--- src/rtl/cmdf_pkg.sv ---
// Package for the command message deframer: configuration and result-record
// types, register indexes, result codes and reset values. No dependencies.
`default_nettype none

package cmdf_pkg;

  localparam int unsigned BUFFER_BYTES_DEF = 128;
  localparam int unsigned NUM_COMMANDS_DEF = 64;

  localparam int unsigned BYTE_W  = 8;
  localparam int unsigned MASK_W  = 64;
  localparam int unsigned SLOT_W  = 6;
  localparam int unsigned TALLY_W = 7;
  localparam int unsigned CFG_IDX_W  = 3;
  localparam int unsigned CFG_DATA_W = 64;

  // Register indexes
  localparam logic [CFG_IDX_W-1:0] REG_ABORT_CODE     = 3'd0;
  localparam logic [CFG_IDX_W-1:0] REG_ACK_CODE       = 3'd1;
  localparam logic [CFG_IDX_W-1:0] REG_DELIMITER_CODE = 3'd2;
  localparam logic [CFG_IDX_W-1:0] REG_START_CODE     = 3'd3;
  localparam logic [CFG_IDX_W-1:0] REG_COMMAND_BASE   = 3'd4;
  localparam logic [CFG_IDX_W-1:0] REG_REGISTERED_MASK = 3'd5;
  localparam logic [CFG_IDX_W-1:0] REG_CUSTOM_ERROR   = 3'd6;

  // Reset values
  localparam logic [BYTE_W-1:0] ABORT_CODE_RST     = 8'd27;
  localparam logic [BYTE_W-1:0] ACK_CODE_RST       = 8'd19;
  localparam logic [BYTE_W-1:0] DELIMITER_CODE_RST = 8'd59;
  localparam logic [BYTE_W-1:0] START_CODE_RST     = 8'd18;
  localparam logic [BYTE_W-1:0] COMMAND_BASE_RST   = 8'd65;

  // Result codes
  localparam logic [1:0] EV_DISPATCH = 2'd0;
  localparam logic [1:0] EV_ERROR    = 2'd1;
  localparam logic [1:0] EV_REPLY    = 2'd2;
  localparam logic [1:0] EV_OVERFLOW = 2'd3;

  typedef struct packed {
    logic [BYTE_W-1:0] abort_code;
    logic [BYTE_W-1:0] ack_code;
    logic [BYTE_W-1:0] delimiter_code;
    logic [BYTE_W-1:0] start_code;
    logic [BYTE_W-1:0] command_base;
    logic [MASK_W-1:0] registered_mask;
    logic              custom_error_enable;
  } cfg_t;

  // One queued result record; a reply expands into three transactions
  typedef struct packed {
    logic [1:0]        kind;
    logic [BYTE_W-1:0] command;
    logic [BYTE_W-1:0] value_count;
  } desc_t;

endpackage

`default_nettype wire

--- src/rtl/cmdf_rx_if.sv ---
// Received-byte channel: valid/ready handshake with one byte of payload.
// Depends on nothing.
`default_nettype none

interface cmdf_rx_if;
  logic       valid;
  logic       ready;
  logic [7:0] rx_byte;

  modport source (output valid, output rx_byte, input ready);
  modport sink   (input valid, input rx_byte, output ready);
endinterface

`default_nettype wire

--- src/rtl/cmdf_res_if.sv ---
// Result channel: valid/ready handshake carrying one deframer result.
// Depends on nothing.
`default_nettype none

interface cmdf_res_if;
  logic       valid;
  logic       ready;
  logic [1:0] event_res;
  logic [7:0] command;
  logic [7:0] value_count;
  logic [7:0] reply_byte;
  logic       last;

  modport source (output valid, output event_res, output command, output value_count,
                  output reply_byte, output last, input ready);
  modport sink   (input valid, input event_res, input command, input value_count,
                  input reply_byte, input last, output ready);
endinterface

`default_nettype wire

--- src/rtl/cmdf_collect.sv ---
// Message collector: tracks count, command byte and delimiter tally, and classifies
// finished messages and full-buffer drops into result records. Uses cmdf_pkg.
`default_nettype none

module cmdf_collect #(
  parameter int unsigned BUFFER_BYTES = cmdf_pkg::BUFFER_BYTES_DEF,
  parameter int unsigned NUM_COMMANDS = cmdf_pkg::NUM_COMMANDS_DEF
) (
  input  wire logic                        clk,
  input  wire logic                        rst,
  input  wire logic                        fire,
  input  wire logic [cmdf_pkg::BYTE_W-1:0] rx_byte,
  input  wire cmdf_pkg::cfg_t              cfg,
  output logic                             push,
  output cmdf_pkg::desc_t                  desc
);

  localparam int unsigned CNT_W = $clog2(BUFFER_BYTES + 1);
  localparam logic [CNT_W-1:0] CNT_FULL = CNT_W'(BUFFER_BYTES);
  localparam logic [CNT_W-1:0] CNT_ONE  = CNT_W'(1);
  localparam logic [8:0] NUM_CMD9 = 9'(NUM_COMMANDS);
  localparam logic [cmdf_pkg::TALLY_W-1:0] TALLY_MAX = '1;

  logic [CNT_W-1:0]             byte_count, byte_count_next;
  logic [cmdf_pkg::BYTE_W-1:0]  first_byte, first_byte_next;
  logic [cmdf_pkg::TALLY_W-1:0] delimiter_tally, delimiter_tally_next;

  logic [8:0]                   diff;
  logic                         in_range;
  logic                         registered;
  logic [cmdf_pkg::BYTE_W-1:0]  cnt;

  always_comb begin
    diff       = {1'b0, first_byte} - {1'b0, cfg.command_base};
    // Borrow out means the command lies below the base
    in_range   = !diff[8] && (diff < NUM_CMD9);
    registered = cfg.registered_mask[diff[cmdf_pkg::SLOT_W-1:0]];
    cnt        = (byte_count == CNT_ONE) ? '0
               : cmdf_pkg::BYTE_W'({1'b0, delimiter_tally}) + 8'd1;
  end

  always_comb begin
    byte_count_next      = byte_count;
    first_byte_next      = first_byte;
    delimiter_tally_next = delimiter_tally;
    push                 = 1'b0;
    desc.kind            = cmdf_pkg::EV_OVERFLOW;
    desc.command         = first_byte;
    desc.value_count     = cnt;
    if (fire) begin
      priority if (rx_byte == cfg.abort_code) begin
        byte_count_next      = '0;
        first_byte_next      = '0;
        delimiter_tally_next = '0;
      end else if (rx_byte == cfg.ack_code) begin
        push = 1'b1;
        priority if (in_range && registered) begin
          desc.kind = cmdf_pkg::EV_DISPATCH;
        end else if (!in_range && cfg.custom_error_enable) begin
          desc.kind = cmdf_pkg::EV_ERROR;
        end else begin
          desc.kind = cmdf_pkg::EV_REPLY;
        end
        byte_count_next      = '0;
        first_byte_next      = '0;
        delimiter_tally_next = '0;
      end else if (byte_count < CNT_FULL) begin
        if (byte_count == '0) begin
          first_byte_next = rx_byte;
        end else if (rx_byte == cfg.delimiter_code && delimiter_tally != TALLY_MAX) begin
          delimiter_tally_next = delimiter_tally + 1'b1;
        end
        byte_count_next = byte_count + 1'b1;
      end else begin
        // Buffer full: drop the byte, keep the message
        push      = 1'b1;
        desc.kind = cmdf_pkg::EV_OVERFLOW;
      end
    end
  end

  always_ff @(posedge clk) begin
    if (rst) begin
      byte_count      <= '0;
      first_byte      <= '0;
      delimiter_tally <= '0;
    end else begin
      byte_count      <= byte_count_next;
      first_byte      <= first_byte_next;
      delimiter_tally <= delimiter_tally_next;
    end
  end

endmodule

`default_nettype wire

--- src/rtl/cmdf_emit.sv ---
// Result emitter: two-entry queue of result records, expanding a reply
// into start, command and ack bytes. Uses cmdf_pkg and cmdf_res_if.
`default_nettype none

module cmdf_emit (
  input  wire logic            clk,
  input  wire logic            rst,
  input  wire logic            push,
  input  wire cmdf_pkg::desc_t desc,
  input  wire cmdf_pkg::cfg_t  cfg,
  output logic                 full,
  cmdf_res_if.source           res
);

  cmdf_pkg::desc_t queue [2];
  logic       wr_ptr;
  logic       rd_ptr;
  logic [1:0] count, count_next;
  logic [1:0] beat;
  logic       pop;
  logic       head_last;
  cmdf_pkg::desc_t head;

  always_comb begin
    head      = queue[rd_ptr];
    head_last = (head.kind != cmdf_pkg::EV_REPLY) || (beat == 2'd2);
    res.valid = (count != 2'd0);
    pop       = res.valid && res.ready && head_last;
    full      = (count == 2'd2);

    res.event_res   = head.kind;
    res.last        = head_last;
    res.command     = '0;
    res.value_count = '0;
    res.reply_byte  = '0;
    unique case (head.kind)
      cmdf_pkg::EV_DISPATCH,
      cmdf_pkg::EV_ERROR: begin
        res.command     = head.command;
        res.value_count = head.value_count;
      end
      cmdf_pkg::EV_REPLY: begin
        unique case (beat)
          2'd0:    res.reply_byte = cfg.start_code;
          2'd1:    res.reply_byte = head.command;
          default: res.reply_byte = cfg.ack_code;
        endcase
      end
      default: ;
    endcase

    count_next = count + {1'b0, push} - {1'b0, pop};
  end

  always_ff @(posedge clk) begin
    if (push) begin
      queue[wr_ptr] <= desc;
    end
  end

  always_ff @(posedge clk) begin
    if (rst) begin
      wr_ptr <= 1'b0;
      rd_ptr <= 1'b0;
      count  <= '0;
      beat   <= '0;
    end else begin
      count <= count_next;
      if (push) begin
        wr_ptr <= ~wr_ptr;
      end
      if (pop) begin
        rd_ptr <= ~rd_ptr;
        beat   <= '0;
      end else if (res.valid && res.ready) begin
        beat <= beat + 1'b1;
      end
    end
  end

endmodule

`default_nettype wire

--- src/rtl/command_message_deframer_unit.sv ---
// Top level of the command message deframer: configuration registers,
// collector and emitter. Uses cmdf_pkg, cmdf_rx_if, cmdf_res_if, cmdf_collect, cmdf_emit.
//
//   channel | modport      | payload                                          | accepted when
//   rx      | sink         | rx_byte[7:0]                                     | valid && ready
//   res     | source       | event_res, command, value_count, reply_byte, last| valid && ready
//   cfg     | write port   | cfg_index[2:0], cfg_data[63:0]                   | cfg_we
//
// One byte is taken per cycle while rx.ready is high; the message counters update at the
// accepting edge. A finished or overflowing byte queues one record in a two-entry queue,
// valid on the result side once it is at the head; a reply record leaves as three
// transactions, on consecutive cycles while res.ready holds, other records as one.
// rx.ready drops only while both queue entries are occupied, so a stalled result
// side holds at most two pending records. Synchronous reset clears counters,
// queue and registers to their default codes; no clearing pass is needed.
`default_nettype none

module command_message_deframer_unit #(
  parameter int unsigned BUFFER_BYTES = cmdf_pkg::BUFFER_BYTES_DEF,
  parameter int unsigned NUM_COMMANDS = cmdf_pkg::NUM_COMMANDS_DEF
) (
  input  wire logic                                clk,
  input  wire logic                                rst,
  input  wire logic                                cfg_we,
  input  wire logic [cmdf_pkg::CFG_IDX_W-1:0]      cfg_index,
  input  wire logic [cmdf_pkg::CFG_DATA_W-1:0]     cfg_data,
  cmdf_rx_if.sink                                  rx,
  cmdf_res_if.source                               res
);

  cmdf_pkg::cfg_t  cfg;
  cmdf_pkg::desc_t desc;
  logic            push;
  logic            full;
  logic            fire;

  assign rx.ready = !full;
  assign fire     = rx.valid && rx.ready;

  always_ff @(posedge clk) begin
    if (rst) begin
      cfg.abort_code          <= cmdf_pkg::ABORT_CODE_RST;
      cfg.ack_code            <= cmdf_pkg::ACK_CODE_RST;
      cfg.delimiter_code      <= cmdf_pkg::DELIMITER_CODE_RST;
      cfg.start_code          <= cmdf_pkg::START_CODE_RST;
      cfg.command_base        <= cmdf_pkg::COMMAND_BASE_RST;
      cfg.registered_mask     <= '0;
      cfg.custom_error_enable <= 1'b0;
    end else if (cfg_we) begin
      unique case (cfg_index)
        cmdf_pkg::REG_ABORT_CODE:      cfg.abort_code     <= cfg_data[7:0];
        cmdf_pkg::REG_ACK_CODE:        cfg.ack_code       <= cfg_data[7:0];
        cmdf_pkg::REG_DELIMITER_CODE:  cfg.delimiter_code <= cfg_data[7:0];
        cmdf_pkg::REG_START_CODE:      cfg.start_code     <= cfg_data[7:0];
        cmdf_pkg::REG_COMMAND_BASE:    cfg.command_base   <= cfg_data[7:0];
        cmdf_pkg::REG_REGISTERED_MASK: cfg.registered_mask <= cfg_data;
        cmdf_pkg::REG_CUSTOM_ERROR:    cfg.custom_error_enable <= cfg_data[0];
        default: ;
      endcase
    end
  end

  cmdf_collect #(
    .BUFFER_BYTES (BUFFER_BYTES),
    .NUM_COMMANDS (NUM_COMMANDS)
  ) u_collect (
    .clk     (clk),
    .rst     (rst),
    .fire    (fire),
    .rx_byte (rx.rx_byte),
    .cfg     (cfg),
    .push    (push),
    .desc    (desc)
  );

  cmdf_emit u_emit (
    .clk  (clk),
    .rst  (rst),
    .push (push),
    .desc (desc),
    .cfg  (cfg),
    .full (full),
    .res  (res)
  );

endmodule

`default_nettype wire

--- src/flat_wrapper.sv ---
// flat-port wrapper written by rule: the top's interface ports become plain ports
module command_message_deframer_unit_flat 
#(
  parameter int unsigned BUFFER_BYTES = cmdf_pkg::BUFFER_BYTES_DEF,
  parameter int unsigned NUM_COMMANDS = cmdf_pkg::NUM_COMMANDS_DEF
)
  (clk, rst, cfg_we, cfg_index, cfg_data, rx_valid, rx_rx_byte, rx_ready, res_valid, res_event_res, res_command, res_value_count, res_reply_byte, res_last, res_ready);
  cmdf_rx_if rx_i ();
  cmdf_res_if res_i ();
  input  wire logic clk;
  input  wire logic rst;
  input  wire logic cfg_we;
  input  wire logic [cmdf_pkg::CFG_IDX_W-1:0] cfg_index;
  input  wire logic [cmdf_pkg::CFG_DATA_W-1:0] cfg_data;
  input wire logic [$bits(rx_i.valid)-1:0] rx_valid;
  input wire logic [$bits(rx_i.rx_byte)-1:0] rx_rx_byte;
  output wire logic [$bits(rx_i.ready)-1:0] rx_ready;
  output wire logic [$bits(res_i.valid)-1:0] res_valid;
  output wire logic [$bits(res_i.event_res)-1:0] res_event_res;
  output wire logic [$bits(res_i.command)-1:0] res_command;
  output wire logic [$bits(res_i.value_count)-1:0] res_value_count;
  output wire logic [$bits(res_i.reply_byte)-1:0] res_reply_byte;
  output wire logic [$bits(res_i.last)-1:0] res_last;
  input wire logic [$bits(res_i.ready)-1:0] res_ready;
  assign rx_i.valid = rx_valid;
  assign rx_i.rx_byte = rx_rx_byte;
  assign rx_ready = rx_i.ready;
  assign res_valid = res_i.valid;
  assign res_event_res = res_i.event_res;
  assign res_command = res_i.command;
  assign res_value_count = res_i.value_count;
  assign res_reply_byte = res_i.reply_byte;
  assign res_last = res_i.last;
  assign res_i.ready = res_ready;
  command_message_deframer_unit #(.BUFFER_BYTES(BUFFER_BYTES), .NUM_COMMANDS(NUM_COMMANDS)) u_core (.clk(clk), .rst(rst), .cfg_we(cfg_we), .cfg_index(cfg_index), .cfg_data(cfg_data), .rx(rx_i), .res(res_i));
endmodule
--- config.mk ---
export PLATFORM = sky130hd
export DESIGN_NAME = command_message_deframer_unit_flat
export DESIGN_NICKNAME = d
export VERILOG_FILES = /design/src/rtl/cmdf_pkg.sv /design/src/rtl/cmdf_rx_if.sv /design/src/rtl/cmdf_res_if.sv /design/src/rtl/cmdf_collect.sv /design/src/rtl/cmdf_emit.sv /design/src/rtl/command_message_deframer_unit.sv /design/src/flat_wrapper.sv
export SDC_FILE = /design/constraint.sdc
export NUM_CORES = 1
export LEC_CHECK = 0
export ABC_AREA = 1
export CAP_MARGIN = 20
export CELL_PAD_IN_SITES_DETAIL_PLACEMENT = 0
export CELL_PAD_IN_SITES_GLOBAL_PLACEMENT = 1
export CORE_ASPECT_RATIO = 0.5
export CORE_MARGIN = 5
export CORE_UTILIZATION = 42
export DETAILED_ROUTE_END_ITERATION = 8
export DONT_BUFFER_PORTS = 1
export PLACE_DENSITY = 0.8
export SYNTH_ARGS = -nofsm -noshare
export SYNTH_HDL_FRONTEND = slang
export SYNTH_SLANG_ARGS = --single-unit
--- constraint.sdc ---
create_clock -name clk -period 2.4 [get_ports clk]
set_clock_uncertainty 0.05 [all_clocks]
set_input_delay 0.48 -clock clk [delete_from_list [all_inputs] [get_ports clk]]
set_output_delay 0.48 -clock clk [all_outputs]
set_load 0.01 [all_outputs]
==> impl_table.tex <==
\begin{tabular}{lr}
\hline
Metric & Value \\
\hline
\multicolumn{2}{l}{\textbf{Status}} \\
\quad Result of the run & complete, but fails checks \\
\quad Violated checks & setup timing \\
\multicolumn{2}{l}{\textbf{Yosys}} \\
\quad Part of the Yosys area used for sequential elements & 46.1\% \\
\quad Synthesized cell area & 0.00820 mm\^{}2 \\
\quad Post-synthesis instance total & 1116 \\
\quad Number of warnings issued by yosys & 0 \\
\quad Top cell type by total area after synthesis & sky130\_fd\_sc\_hd\_\_dfxtp\_1 \\
\quad Post-synthesis register bit count & 171 \\
\quad Mean post-synth cell area & 7.35 um\^{}2 \\
\quad Cells taking the most area after synthesis & sky130\_fd\_sc\_hd\_\_dfxtp\_1 33\%, sky130\_fd\_sc\_hd\_\_edfxtp\_1 13\%, sky130\_fd\_sc\_hd\_\_nand2\_1 11\% \\
\quad Nets in the synthesized netlist & 1215 \\
\quad Count of distinct cell types in the synthesized netlist & 42 \\
\quad Top-area cell type share of the netlist area & 33.0\% \\
\multicolumn{2}{l}{\textbf{CTS}} \\
\quad Clock transition at the registers of the reported paths & 70 ps \\
\quad \# clock sinks & 171 \\
\quad Clock buffer count from CTS & 17 \\
\quad Deepest clock path buffer count & 2 \\
\quad Later-pin clock latency in the skew report & 430 ps \\
\quad H-tree depth reported by CTS & 4 \\
\quad Number of hold buffers added after CTS & 0 \\
\quad CTS tree & done \\
\quad CTS root buf & sky130\_fd\_sc\_hd\_\_clkbuf\_16 \\
\multicolumn{2}{l}{\textbf{Min path}} \\
\quad Worst min-delay path class & input port to flop \\
\quad Startpoint of the lowest-slack hold path & rst \\
\quad Sink of the worst hold path & u\_core.u\_collect.byte\_count[4]\$\_SDFFE\_PP0P\_ \\
\quad Hold Crit Depth & 1 \\
\multicolumn{2}{l}{\textbf{Place}} \\
\quad Cell Count Post-Placement & 1367 \\
\quad I/O Buffers & 0 \\
\quad HPWL after DPL & 15300 um \\
\quad Final weighted congestion in routability-driven placement & 0.820 \\
\quad Placement Cell Area & 0.00861 mm\^{}2 \\
\multicolumn{2}{l}{\textbf{Global routing}} \\
\quad Maximum number of pins on one net before global-route repair & 96 \\
\quad GRT met1 Usage & 25.3\% \\
\quad Global routing usage on met2 & 32.8\% \\
\quad Antenna violations before repair & 0 \\
\quad Met3 demand-to-capacity share in global routing & 4.05\% \\
\quad Global-route usage over all layers & 19.2\% \\
\quad Wire length of the first global-routing pass & 35200 um \\
\quad Total overflow reported by the global router & 0 \\
\quad Vias in the first global route & 6919 \\
\quad GR peak layer & met2 \\
\multicolumn{2}{l}{\textbf{Pwr}} \\
\quad Power per cell area & 723 mW/mm\^{}2 \\
\quad Switching power of the nets & 1.93 mW \\
\quad Static leakage & 4.03 nW \\
\quad VDD IR max & 0.000535 V \\
\quad Clock share of power & 39.0\% \\
\quad Power Internal & 4.86 mW \\
\quad Switching share of power & 28.4\% \\
\quad Logic pwr share & 15.5\% \\
\quad Power share of the sequential group & 45.4\% \\
\multicolumn{2}{l}{\textbf{Timing}} \\
\quad Unrepaired setup endpoints after global routing & yes \\
\quad Max Transition Viols Final & 0 \\
\quad Fmax achieved & 0.402 GHz \\
\quad Share of the clock period used by the worst path after layout & 104\% \\
\quad Min cycle time layout & 2490 ps \\
\quad Relative max-transition margin & 34.8\% \\
\quad Sum of negative setup slack & -173 ps \\
\quad Count of final setup violators & 2 \\
\quad Min setup slack post-route & -87.1 ps \\
\quad Transition time at the pin with the least slew margin & 978 ps \\
\quad Count of final hold-check violations & 0 \\
\multicolumn{2}{l}{\textbf{Setup path}} \\
\quad Reg-to-reg setup timing slack & -90 ps \\
\quad Required time of the critical path & 2530 ps \\
\quad Launch point of the critical path & u\_core.u\_collect.first\_byte[0]\$\_SDFFE\_PP0P\_ \\
\quad Path type of the worst setup path & flop to flop \\
\quad Worst path arrival time & 2620 ps \\
\quad Destination of the worst register-to-register timing path & u\_core.u\_emit.queue[0][17]\$\_DFFE\_PP\_ \\
\quad FF-to-FF path depth & 15 \\
\quad Highest net fanout along the worst path & 7 \\
\quad Worst setup EP type & flop \\
\quad Crit Reg-Reg Startpoint & u\_core.u\_collect.first\_byte[0]\$\_SDFFE\_PP0P\_ \\
\quad Startpoint type of the worst setup path & flop \\
\multicolumn{2}{l}{\textbf{Cells and area}} \\
\quad Area growth from synthesis to final layout & 14.4\% \\
\quad Commonest cells after routing, fill and taps aside & 246 x sky130\_fd\_sc\_hd\_\_nand2\_1, 209 x sky130\_fd\_sc\_hd\_\_nor2\_1, 131 x sky130\_fd\_sc\_hd\_\_dfxtp\_1 \\
\quad Final cell count without fillers & 1405 \\
\quad Design area & 0.00938 mm\^{}2 \\
\quad Ant diodes & 0 \\
\quad Share of cells above drive strength 1 & 11.4\% \\
\quad Nets@finish & 1225 \\
\quad Most common library cell in the layout ignoring fill and taps & sky130\_fd\_sc\_hd\_\_nand2\_1 \\
\multicolumn{2}{l}{\textbf{Drt}} \\
\quad Wire length per cell after detailed routing & 15.5 um \\
\quad DRC viols & 0 \\
\quad Initial DRT Pass Iterations & 5 \\
\quad DRT iter0 DRCs & 422 \\
\quad Vias/cell & 5.08 \\
\quad Residual antenna-violating net count after detailed routing & 0 \\
\quad Via count & 7139 \\
\quad Total wire length after detailed routing & 21700 um \\
\multicolumn{2}{l}{\textbf{Floorplanning}} \\
\quad Die ar. & 0.0226 mm\^{}2 \\
\quad Core region area & 0.0193 mm\^{}2 \\
\quad Die boundary width & 208 um \\
\quad Initial core utilization & 42.4\% \\
\quad Std-Cell Rows & 36 \\
\quad Die H & 109 um \\
\quad Top Ports & 109 \\
\multicolumn{2}{l}{\textbf{Job}} \\
\quad Number of max-cap violations & 0 \\
\hline
\end{tabular}
[power by group through the flow]
stage | combinational [mW] | sequential, mW | clock (mW)
final | 1.05 | 3.08 | 2.65
after global routing | 1.20 | 3.09 | 2.82
after global placement | 0.930 | 3.14 | 0
after CTS | 1.02 | 3.08 | 2.69
after detailed placement | 0.944 | 3.14 | 0
after floorplan | 0.715 | 3.12 | 0
[repair_timing]
action / CTS / global route
gates cloned: 1 / 0
buffers inserted: 3 / 2
resized for setup: 17 / 26
setup endpoints to repair: 18 / 15
pin swaps: 0 / 12
[stage by stage]
stage | setup WS, ps | power (mW) | hold slack [ps] | util, %
after floorplan | 50.5 | 3.83 | 379 | -
after global placement | 33.0 | 4.07 | 396 | 44.6
after detailed placement | -51.8 | 4.09 | 407 | 44.6
after CTS | -12.0 | 6.80 | 46.0 | 48.0
after global routing | -229 | 7.11 | 40.9 | 48.6
final | -87.1 | 6.79 | 57.1 | 48.6
[cell families after synthesis]
group,after synthesis,synth area share [%]
adders and majority gates,19,2.99
and+or+nand+nor,604,30.9
xor gates and xnor gates,31,3.31
DFF,171,46.1
buffers and inverters,131,6.39
AOI/OAI and AO/OA,160,10.3
[Yosys cell counts (all sizes together)]
cell / number
a21o: 1
a21oi: 41
o211ai: 2
clkbuf: 31
nor2: 217
nor3: 4
ha: 18
or2: 14
o21a: 1
nand3: 101
nand3b: 2
o21ai: 105
edfxtp: 36
nand4: 7
buf: 14
nand2: 256
xor2: 27
clkinv: 2
fa: 1
nor4: 2
dfxtp: 135
o21bai: 1
xnor2: 4
inv: 84
a31oi: 9
nor3b: 1
[layer usage]
metal / up-vias / wire length (um) / part of all wire (%)
li1: 3633 / - / -
met1: 3335 / 10300 / 47
met2: 143 / 10200 / 47
met3: 28 / 917 / 4.2
met4: 0 / 331 / 1.5
met5: - / 0 / 0
[worst max path at each step]
stage	end	slack [ps]
4_1_cts	u_core.u_emit.queue[1][17]$_DFFE_PP_	-10
5_1_grt	u_core.u_emit.queue[1][17]$_DFFE_PP_	-230
3_3_place_gp	u_core.u_emit.queue[0][17]$_DFFE_PP_	30
3_5_place_dp	u_core.u_emit.queue[0][17]$_DFFE_PP_	-50
2_1_floorplan	u_core.u_emit.queue[0][17]$_DFFE_PP_	50
6_report	u_core.u_emit.queue[0][17]$_DFFE_PP_	-90
[critical path: stages (launching register included)]
cell and delay [ps]:
sky130_fd_sc_hd__dfxtp_2 330, sky130_fd_sc_hd__inv_2 50, sky130_fd_sc_hd__ha_4 160, sky130_fd_sc_hd__fa_2 600
sky130_fd_sc_hd__clkinvlp_4 160, sky130_fd_sc_hd__clkbuf_16 200, sky130_fd_sc_hd__nand3_2 60, sky130_fd_sc_hd__nand2_1 50
sky130_fd_sc_hd__nand2_1 80, sky130_fd_sc_hd__nand3_2 90, sky130_fd_sc_hd__nand3_2 80, sky130_fd_sc_hd__nand2_1 50
sky130_fd_sc_hd__nand2_1 60, sky130_fd_sc_hd__nand2_2 70, sky130_fd_sc_hd__nand2_2 70, sky130_fd_sc_hd__nand3_2 60
[sequential cells by signal (all words and copies together), names as in the netlist, named ones only]
name and count:
u_core.u_emit.queue 36, u_core.cfg 105, u_core.u_collect.delimiter_tally 7, u_core.u_collect.byte_count 8
u_core.u_collect.first_byte 8, u_core.u_emit.wr_ptr 1, u_core.u_emit.rd_ptr 1, u_core.u_emit.count 2
u_core.u_emit.beat 2
[final cells by class]
class                   count  area, um^2
fillers                  1939        9940
multi-input cells         814        4030
flip-flops and latches    171        3790
clock buffers              20         437
repair buffers             36         345
inverters                  86         339
well taps                 266         333
clock inverters            12         113
Power figures use the tool's default switching activity.
